**src/design/hcer_pkg.sv**
```systemverilog
package hcer_pkg;

  localparam int STAMP_W     = 32;
  localparam int CODE_W      = 32;
  localparam int TAP_W       = 64;
  localparam int TIME_W      = 48;
  localparam int FRAC_W      = 16;
  localparam int N_BYTES     = 8;
  localparam int BYTE_CNT_W  = 4;
  localparam int SUM_W       = 7;

  localparam logic [FRAC_W-1:0] LIMIT_RESET = 16'd64880;

  typedef struct packed {
    logic [CODE_W-1:0]  coarse_stamp;
    logic [CODE_W-1:0]  delay_code_high;
    logic [CODE_W-1:0]  delay_code_low;
    logic [CODE_W-1:0]  calib_code_high;
    logic [CODE_W-1:0]  calib_code_low;
    logic               edge_falling;
  } hcer_in_t;

  typedef struct packed {
    logic [TIME_W-1:0]  refined_time;
    logic [FRAC_W-1:0]  cycle_fraction;
    logic [TIME_W-1:0]  high_time;
    logic               high_time_valid;
    logic [TIME_W-1:0]  low_time;
    logic               low_time_valid;
    logic [TIME_W-1:0]  cycle_period;
    logic               period_valid;
    logic               calib_zero;
  } hcer_out_t;

  typedef struct packed {
    logic capture;
    logic count;
    logic sum;
    logic load;
    logic step;
    logic fix;
    logic calc_time;
    logic write;
  } hcer_cmd_t;

  typedef struct packed {
    logic div_last;
    logic out_free;
  } hcer_sts_t;

endpackage

```
**src/design/hires_capture_edge_refiner.sv**
```systemverilog
// Channel  Ports                         Moves
// input    in_valid, in_stall, in_data   one captured edge item
// output   out_valid, out_stall, out_data one refined time item
// config   cfg_we, cfg_data              fraction limit, written any cycle
//
// QUO_W = clog2(DELAY_TAPS+1)+FRAC_BITS; the serial divider takes one quotient
// bit per cycle. New items are taken once the result is in the output register.
// An item goes through count, sum, load, divide, fix, time and write states.
// Synchronous active-low reset clears the edge history and loads limit 64880.
// A stalled result holds the block only when the next one is ready to write.
module hires_capture_edge_refiner #(
  parameter int FRAC_BITS  = 16,
  parameter int DELAY_TAPS = 64
) (
  input  logic                clk,
  input  logic                rst_n,
  input  logic                in_valid,
  output logic                in_stall,
  input  hcer_pkg::hcer_in_t  in_data,
  output logic                out_valid,
  input  logic                out_stall,
  output hcer_pkg::hcer_out_t out_data,
  input  logic                cfg_we,
  input  logic [15:0]         cfg_data
);
  import hcer_pkg::*;

  hcer_cmd_t cmd;
  hcer_sts_t sts;

  hcer_controller u_ctrl (
    .clk      (clk),
    .rst_n    (rst_n),
    .in_valid (in_valid),
    .in_stall (in_stall),
    .sts      (sts),
    .cmd      (cmd)
  );

  hcer_datapath #(
    .FRAC_BITS  (FRAC_BITS),
    .DELAY_TAPS (DELAY_TAPS)
  ) u_dp (
    .clk       (clk),
    .rst_n     (rst_n),
    .in_data   (in_data),
    .cfg_we    (cfg_we),
    .cfg_data  (cfg_data),
    .cmd       (cmd),
    .sts       (sts),
    .out_valid (out_valid),
    .out_stall (out_stall),
    .out_data  (out_data)
  );

endmodule

```
**src/design/hcer_datapath.sv**
```systemverilog
module hcer_datapath #(
  parameter int FRAC_BITS  = 16,
  parameter int DELAY_TAPS = 64
) (
  input  logic                clk,
  input  logic                rst_n,
  input  hcer_pkg::hcer_in_t  in_data,
  input  logic                cfg_we,
  input  logic [15:0]         cfg_data,
  input  hcer_pkg::hcer_cmd_t cmd,
  output hcer_pkg::hcer_sts_t sts,
  output logic                out_valid,
  input  logic                out_stall,
  output hcer_pkg::hcer_out_t out_data
);
  import hcer_pkg::*;

  localparam int CNT_W  = $clog2(DELAY_TAPS + 1);
  localparam int QUO_W  = CNT_W + FRAC_BITS;
  localparam int STEP_W = $clog2(QUO_W + 1);
  localparam int SCL_W  = STAMP_W + FRAC_BITS;
  localparam int WIDE_W = (SCL_W > TIME_W) ? SCL_W : TIME_W;
  localparam int CMP_W  = (QUO_W > FRAC_W) ? QUO_W : FRAC_W;
  localparam logic [TAP_W-1:0] TAP_MASK = (DELAY_TAPS >= TAP_W) ? {TAP_W{1'b1}} :
                                          ((TAP_W'(1) << DELAY_TAPS) - TAP_W'(1));

  logic [STAMP_W-1:0]    stamp_r;
  logic [TAP_W-1:0]      dcode_r;
  logic [TAP_W-1:0]      ccode_r;
  logic                  falling_r;
  logic [BYTE_CNT_W-1:0] dbyte_r   [N_BYTES];
  logic [BYTE_CNT_W-1:0] cbyte_r   [N_BYTES];
  logic [BYTE_CNT_W-1:0] dbyte_nxt [N_BYTES];
  logic [BYTE_CNT_W-1:0] cbyte_nxt [N_BYTES];
  logic [SUM_W-1:0]      dsum;
  logic [SUM_W-1:0]      csum;
  logic [CNT_W-1:0]      dcnt_r;
  logic [CNT_W-1:0]      ccnt_r;
  logic [CNT_W-1:0]      dcnt_nxt;
  logic [CNT_W-1:0]      rem_r;
  logic [CNT_W-1:0]      rem_nxt;
  logic [QUO_W-1:0]      quo_r;
  logic [QUO_W-1:0]      quo_nxt;
  logic [STEP_W-1:0]     step_r;
  logic [CNT_W:0]        trial;
  logic                  trial_ge;
  logic                  czero;
  logic                  over_limit;
  logic [FRAC_W-1:0]     frac_r;
  logic [FRAC_W-1:0]     frac_nxt;
  logic                  czero_r;
  logic [WIDE_W-1:0]     scaled_w;
  logic [WIDE_W-1:0]     frac_w;
  logic [TIME_W-1:0]     time_r;
  logic [TIME_W-1:0]     time_nxt;
  logic [TIME_W-1:0]     last_rise_r;
  logic [TIME_W-1:0]     last_fall_r;
  logic                  rise_seen_r;
  logic                  fall_seen_r;
  logic [TIME_W-1:0]     rise_diff;
  logic [TIME_W-1:0]     fall_diff;
  logic [FRAC_W-1:0]     limit_r;
  logic                  out_valid_r;
  hcer_out_t             out_r;
  hcer_out_t             out_nxt;

  always_comb begin
    for (int b = 0; b < N_BYTES; b++) begin
      dbyte_nxt[b] = '0;
      cbyte_nxt[b] = '0;
      for (int k = 0; k < 8; k++) begin
        dbyte_nxt[b] = dbyte_nxt[b] + BYTE_CNT_W'(dcode_r[8*b+k]);
        cbyte_nxt[b] = cbyte_nxt[b] + BYTE_CNT_W'(ccode_r[8*b+k]);
      end
    end
  end

  always_comb begin
    dsum = '0;
    csum = '0;
    for (int b = 0; b < N_BYTES; b++) begin
      dsum = dsum + SUM_W'(dbyte_r[b]);
      csum = csum + SUM_W'(cbyte_r[b]);
    end
    dcnt_nxt = falling_r ? CNT_W'(DELAY_TAPS) - CNT_W'(dsum) : CNT_W'(dsum);
  end

  always_comb begin
    trial    = {rem_r, quo_r[QUO_W-1]};
    trial_ge = trial >= {1'b0, ccnt_r};
    rem_nxt  = CNT_W'(trial_ge ? trial - {1'b0, ccnt_r} : trial);
    quo_nxt  = {quo_r[QUO_W-2:0], trial_ge};
  end

  always_comb begin
    czero      = (ccnt_r == '0);
    over_limit = CMP_W'(quo_r) >= CMP_W'(limit_r);
    frac_nxt   = (czero || over_limit) ? '0 : FRAC_W'(quo_r);
  end

  always_comb begin
    scaled_w = WIDE_W'(stamp_r) << FRAC_BITS;
    frac_w   = WIDE_W'(frac_r);
    time_nxt = (frac_w > scaled_w) ? '0 : TIME_W'(scaled_w - frac_w);
  end

  always_comb begin
    rise_diff = time_r - last_rise_r;
    fall_diff = time_r - last_fall_r;
    out_nxt.refined_time    = time_r;
    out_nxt.cycle_fraction  = frac_r;
    out_nxt.high_time_valid = falling_r && rise_seen_r;
    out_nxt.high_time       = out_nxt.high_time_valid ? rise_diff : '0;
    out_nxt.low_time_valid  = !falling_r && fall_seen_r;
    out_nxt.low_time        = out_nxt.low_time_valid ? fall_diff : '0;
    out_nxt.period_valid    = !falling_r && rise_seen_r;
    out_nxt.cycle_period    = out_nxt.period_valid ? rise_diff : '0;
    out_nxt.calib_zero      = czero_r;
  end

  always_ff @(posedge clk) begin
    if (cmd.capture) begin
      stamp_r   <= in_data.coarse_stamp;
      dcode_r   <= {in_data.delay_code_high, in_data.delay_code_low} & TAP_MASK;
      ccode_r   <= {in_data.calib_code_high, in_data.calib_code_low} & TAP_MASK;
      falling_r <= in_data.edge_falling;
    end
    if (cmd.count) begin
      dbyte_r <= dbyte_nxt;
      cbyte_r <= cbyte_nxt;
    end
    if (cmd.sum) begin
      dcnt_r <= dcnt_nxt;
      ccnt_r <= CNT_W'(csum);
    end
    if (cmd.load) begin
      rem_r  <= '0;
      quo_r  <= {dcnt_r, FRAC_BITS'(0)};
      step_r <= STEP_W'(QUO_W);
    end else if (cmd.step) begin
      rem_r  <= rem_nxt;
      quo_r  <= quo_nxt;
      step_r <= step_r - STEP_W'(1);
    end
    if (cmd.fix) begin
      frac_r  <= frac_nxt;
      czero_r <= czero;
    end
    if (cmd.calc_time) begin
      time_r <= time_nxt;
    end
    if (cmd.write) begin
      out_r <= out_nxt;
    end
  end

  always_ff @(posedge clk) begin
    if (!rst_n) begin
      limit_r     <= LIMIT_RESET;
      last_rise_r <= '0;
      last_fall_r <= '0;
      rise_seen_r <= 1'b0;
      fall_seen_r <= 1'b0;
      out_valid_r <= 1'b0;
    end else begin
      if (cfg_we) begin
        limit_r <= cfg_data;
      end
      if (cmd.write) begin
        if (falling_r) begin
          last_fall_r <= time_r;
          fall_seen_r <= 1'b1;
        end else begin
          last_rise_r <= time_r;
          rise_seen_r <= 1'b1;
        end
      end
      if (cmd.write) begin
        out_valid_r <= 1'b1;
      end else if (!out_stall) begin
        out_valid_r <= 1'b0;
      end
    end
  end

  assign sts.div_last = (step_r == STEP_W'(1));
  assign sts.out_free = !out_valid_r || !out_stall;
  assign out_valid    = out_valid_r;
  assign out_data     = out_r;

`ifndef SYNTHESIS
  a_czero_frac: assert property (@(posedge clk) disable iff (!rst_n)
    out_valid_r && out_r.calib_zero |-> out_r.cycle_fraction == '0)
    else $error("fraction nonzero with empty calibration");
  a_high_zero: assert property (@(posedge clk) disable iff (!rst_n)
    out_valid_r && !out_r.high_time_valid |-> out_r.high_time == '0)
    else $error("high time nonzero without measurement");
  a_edge_kind: assert property (@(posedge clk) disable iff (!rst_n)
    out_valid_r |-> !(out_r.high_time_valid && (out_r.period_valid || out_r.low_time_valid)))
    else $error("falling and rising measurements in one item");
`endif

endmodule

```
**src/design/hcer_controller.sv**
```systemverilog
module hcer_controller (
  input  logic                clk,
  input  logic                rst_n,
  input  logic                in_valid,
  output logic                in_stall,
  input  hcer_pkg::hcer_sts_t sts,
  output hcer_pkg::hcer_cmd_t cmd
);
  import hcer_pkg::*;

  typedef enum logic [7:0] {
    ST_IDLE  = 8'b0000_0001,
    ST_COUNT = 8'b0000_0010,
    ST_SUM   = 8'b0000_0100,
    ST_LOAD  = 8'b0000_1000,
    ST_DIV   = 8'b0001_0000,
    ST_FIX   = 8'b0010_0000,
    ST_TIME  = 8'b0100_0000,
    ST_WRITE = 8'b1000_0000
  } state_t;

  state_t state_r;
  state_t state_nxt;

  always_comb begin
    state_nxt = state_r;
    unique case (state_r)
      ST_IDLE:  if (in_valid) state_nxt = ST_COUNT;
      ST_COUNT: state_nxt = ST_SUM;
      ST_SUM:   state_nxt = ST_LOAD;
      ST_LOAD:  state_nxt = ST_DIV;
      ST_DIV:   if (sts.div_last) state_nxt = ST_FIX;
      ST_FIX:   state_nxt = ST_TIME;
      ST_TIME:  state_nxt = ST_WRITE;
      ST_WRITE: if (sts.out_free) state_nxt = ST_IDLE;
      default:  state_nxt = ST_IDLE;
    endcase
  end

  always_ff @(posedge clk) begin
    if (!rst_n) begin
      state_r <= ST_IDLE;
    end else begin
      state_r <= state_nxt;
    end
  end

  assign in_stall      = (state_r != ST_IDLE);
  assign cmd.capture   = (state_r == ST_IDLE) && in_valid;
  assign cmd.count     = (state_r == ST_COUNT);
  assign cmd.sum       = (state_r == ST_SUM);
  assign cmd.load      = (state_r == ST_LOAD);
  assign cmd.step      = (state_r == ST_DIV);
  assign cmd.fix       = (state_r == ST_FIX);
  assign cmd.calc_time = (state_r == ST_TIME);
  assign cmd.write     = (state_r == ST_WRITE) && sts.out_free;

endmodule

```
**config.mk**
```make
export PLATFORM = sky130hd
export DESIGN_NAME = hires_capture_edge_refiner
export DESIGN_NICKNAME = d
export VERILOG_FILES = /design/src/design/hcer_pkg.sv /design/src/design/hires_capture_edge_refiner.sv /design/src/design/hcer_datapath.sv /design/src/design/hcer_controller.sv
export SDC_FILE = /design/constraint.sdc
export NUM_CORES = 1
export LEC_CHECK = 0
export BUFFER_PORTS_ARGS = -buffer_cell sky130_fd_sc_hd__buf_2
export CAP_MARGIN = 20
export CORE_MARGIN = 2
export CORE_UTILIZATION = 55
export CTS_CLUSTER_SIZE = 20
export DETAILED_ROUTE_END_ITERATION = 6
export PLACE_DENSITY = 0.86
export SKIP_LAST_GASP = 1
export SLEW_MARGIN = 20
export SYNTH_ARGS = -nofsm -noshare
export SYNTH_HDL_FRONTEND = slang
export SYNTH_SLANG_ARGS = --single-unit
```
**constraint.sdc**
```tcl
create_clock -name clk -period 14.8 [get_ports clk]
set_clock_uncertainty 0.15 [all_clocks]
set_input_delay 0.74 -clock clk [delete_from_list [all_inputs] [get_ports clk]]
set_output_delay 0.74 -clock clk [all_outputs]
set_load 0.1 [all_outputs]
```
==> summary.md <==
| Metric | Value |
|---|---|
| Largest net degree at the start of global routing | `121` |
| Power per cell area | `166.0 mW/mm^2` |
| Rows | `91` |
| Layout area overhead | `15.01%` |
| Postcts setup bufs | `0` |
| Die Wd | `254.3 um` |
| # IOs | `396` |
| Tmin final | `5.353 ns` |
| YS warnings | `0` |
| CP Max Fanout | `2` |
| Max-slew headroom | `0.3689` |
| Total Routing Usage GR | `0.2272` |
| RR Startpoint | `u_dp.dbyte_r[24]$_DFFE_PP_` |
| Met2 usage | `0.4124` |
| Share of layout cells above drive strength 1 | `0.1591` |
| GR Layer Usage met1 | `0.2649` |
| Dpl hpwl | `54830 um` |
| Hold Path Origin | `in_data[112]` |
| DR vias/cell | `5.299` |
| TritonCTS buffer count | `72` |
| First-pass GRT wire length | `115100 um` |
| CP arrival | `5.56 ns` |
| # resized after CTS | `0` |
| CP max stage delay | `0.54 ns` |
| Post-route ant nets | `0` |
| Clk sinks | `674` |
| DRT iter0 DRCs | `1218` |
| Top Usage Layer GRT | `met2` |
| CTS Buffer Depth | `3` |
| Distinct cells, synth | `80` |
| Syn nets | `3549` |
| FMAX | `186.8 MHz` |
| Final wirelength | `73000 um` |
| Vias in the first global route | `22710` |
| Maximum vdd drop | `0.0001978 V` |
| Leak | `15.82 nW` |
| Hold depth | `1` |
| Hold_ws | `0.1470 ns` |
| Worst slew pin tran | `0.9467 ns` |
| Setup crit start kind | `flip-flop` |
| Die height | `254.3 um` |
| H-tree levels | `3` |
| Final hold vios | `0` |
| Routed len/inst | `16.82 um` |
| Mapped Cells | `3063` |
| Top_reg_cell synth | `edfxtp_1` |
| Fin crit share | `0.3617` |
| Initial antenna violation count | `15` |
| Crit path kind | `flip-flop to flip-flop` |
| Worst setup margin | `9.447 ns` |
| Worst skew pair latency | `0.62 ns` |
| Clk root buf | `clkbuf_16` |
| CP Data Required Time | `15.01 ns` |
| Clock transition at path regs | `0.06 ns` |
| IO Port Bufs | `395` |
| Nets | `3929` |
| Multi-input gate area | `0.01379 sq mm` |
| DP Worst Slack | `9.440 ns` |
| Synth Cell Area | `0.03445 sq mm` |
| Slowest stage cell, crit path | `fa_1` |
| DR DRC count | `0` |
| Post-synth EDFFs | `523` |
| CTS tree | `built` |
| Die area | `0.06465 sq mm` |
| Setup crit end kind | `flip-flop` |
| Reg2reg setup slack | `9.45 ns` |
| Gr ovfl total | `0` |
| Syn_area_per_cell | `11.25 sq um` |
| Worst-path cell chain | `ha_1 -> fa_1 -> xor2_1 -> fa_1 -> inv_1 -> fa_1 -> fa_1 -> inv_1 -> fa_1 -> inv_1 -> fa_1 -> inv_1 -> a21o_1 -> a21oi_1 -> xnor2_1 -> nor4b_1 -> xor2_1 -> xnor2_1` |
| Sequential area share after synthesis | `0.5437` |
| Fin Setup TNS | `0 ns` |
| Hold EP | `u_dp.dcode_r[47]$_DFFE_PP_` |
| Pre-Repair DR Iteration Count | `5` |
| Dominant cell type by area after synthesis | `edfxtp_1` |
| Filler cells | `4605` |
| Reg2reg end | `u_dp.dcnt_r[6]$_DFFE_PP_` |
| Most frequent cells in the layout | `edfxtp_1 (523), inv_1 (406), buf_2 (395), nand2_1 (295), nor2_1 (238)` |
| Power Total | `6.576 mW` |
| RePlAce Congestion | `0.9296` |
| Initial Util | `0.5572` |
| Setup violators final | `0` |
| Max-cap violations | `0` |
| Register area | `0.01873 sq mm` |
| #FFs+latches synth | `674` |
| Hold WC Path Type | `primary input to flip-flop` |
| Grt met3 use | `0.05185` |
| Synth async-reset ratio | `0` |
| Cts-stage hold buffer count | `0` |
| RSZ-0062 raised after global routing | `no` |
| Pins over their slew limit | `0` |
| R2R depth | `18` |
| Commonest non-fill, non-tap cell in the layout | `edfxtp_1` |
| Core Area | `0.06183 sq mm` |
| Area fraction of the dominant cell type after synthesis | `0.4559` |
| Largest cells by area after synthesis | `edfxtp_1 (46%), dfxtp_1 (8.8%), ha_1 (7.2%)` |
| Status | `complete, no violations` |
| Vias post-DR | `22990` |
| Most frequent CP cell | `fa_1` |
| Utilization after layout | `0.6408` |
[layer usage]
| metal | routed length [um] | up-vias |
|---|---|---|
| met5 | 147 | - |
| met4 | 2194 | 24 |
| met3 | 5194 | 180 |
| met2 | 37250 | 713 |
| met1 | 28220 | 10790 |
| li1 | - | 11290 |
[logic make-up after synthesis]
group | Yosys count | share of synthesized area
simple gates | 830 | 0.1126
flops | 674 | 0.5437
compound gates | 564 | 0.1088
buf+inv | 518 | 0.05692
fa+ha+maj | 304 | 0.1333
xor+xnor | 154 | 0.03915
mux | 19 | 0.005593
[cell usage after synthesis (all sizes together), types with 19 or more instances]
cell / count
a211oi: 19
a21boi: 107
a21o: 72
a21oi: 147
a22o: 24
and2: 31
clkbuf: 101
dfxtp: 151
edfxtp: 523
fa: 105
ha: 199
inv: 407
nand2: 296
nand2b: 20
nand3: 24
nand4: 40
nor2: 239
nor2b: 45
nor3: 49
o21a: 20
o21ai: 73
o21bai: 22
xnor2: 99
xor2: 55
[power by group]
part,internal (mW),total (mW),switching (mW)
clock network,1.06,1.79,0.736
logic,0.893,2.29,1.39
registers,2.41,2.50,0.0815
[area by class of cell]
cell class / instances / share of cell area
Tap cell: 837 / 0.02643
Inverter: 407 / 0.03856
Clock inverter: 43 / 0.01206
Multi-Input combinational cell: 1871 / 0.3481
Antenna cell: 2 / 0.0001263
Clock buffer: 88 / 0.04775
Timing Repair Buffer: 417 / 0.05426
Sequential cell: 674 / 0.4727
[flip-flops by register name, summed over array words and instances, names as in the netlist, 8 cells and up]
name / cells
u_ctrl.state_r: 8
u_dp.last_fall_r: 48
u_dp.stamp_r: 32
u_dp.ccode_r: 64
u_dp.last_rise_r: 48
u_dp.dbyte_r: 32
u_dp.frac_r: 16
u_dp.quo_r: 23
u_dp.cbyte_r: 32
u_dp.limit_r: 16
u_dp.time_r: 48
u_dp.out_data: 212
u_dp.dcode_r: 64
[how the worst max path moves through the flow]
stage                                              start  slack (ns)                                 to  depth (start not counted)
after floorplan           u_ctrl.state_r[6]$_SDFFE_PN0P_        1.77  u_dp.last_fall_r[28]$_SDFFE_PN0P_                         11
after global placement        u_dp.dbyte_r[24]$_DFFE_PP_        9.51           u_dp.dcnt_r[6]$_DFFE_PP_                         18
after detailed placement      u_dp.dbyte_r[24]$_DFFE_PP_        9.44           u_dp.dcnt_r[6]$_DFFE_PP_                         18
after CTS                     u_dp.dbyte_r[24]$_DFFE_PP_        9.42           u_dp.dcnt_r[6]$_DFFE_PP_                         18
after global routing          u_dp.dbyte_r[24]$_DFFE_PP_        9.16           u_dp.dcnt_r[6]$_DFFE_PP_                         18
final                         u_dp.dbyte_r[24]$_DFFE_PP_        9.45           u_dp.dcnt_r[6]$_DFFE_PP_                         18
[through the flow]
step / cell area [sq um] / cells
3_3_place_gp: 37240 / 4206
3_5_place_dp: 37240 / 4206
2_1_floorplan: 34450 / 3063
5_1_grt: 39620 / 4338
4_1_cts: 39610 / 4337
6_report: 39620 / 4339
[worst max-delay path, delay by kind of cell (launching register included)]
kind	cells	cell delay, ns
fa+ha+maj	7	3.15
xor+xnor	4	0.65
flops	1	0.38
simple gates	1	0.36
buf+inv	4	0.24
compound gates	2	0.17
(Power assumes the default switching activity.)
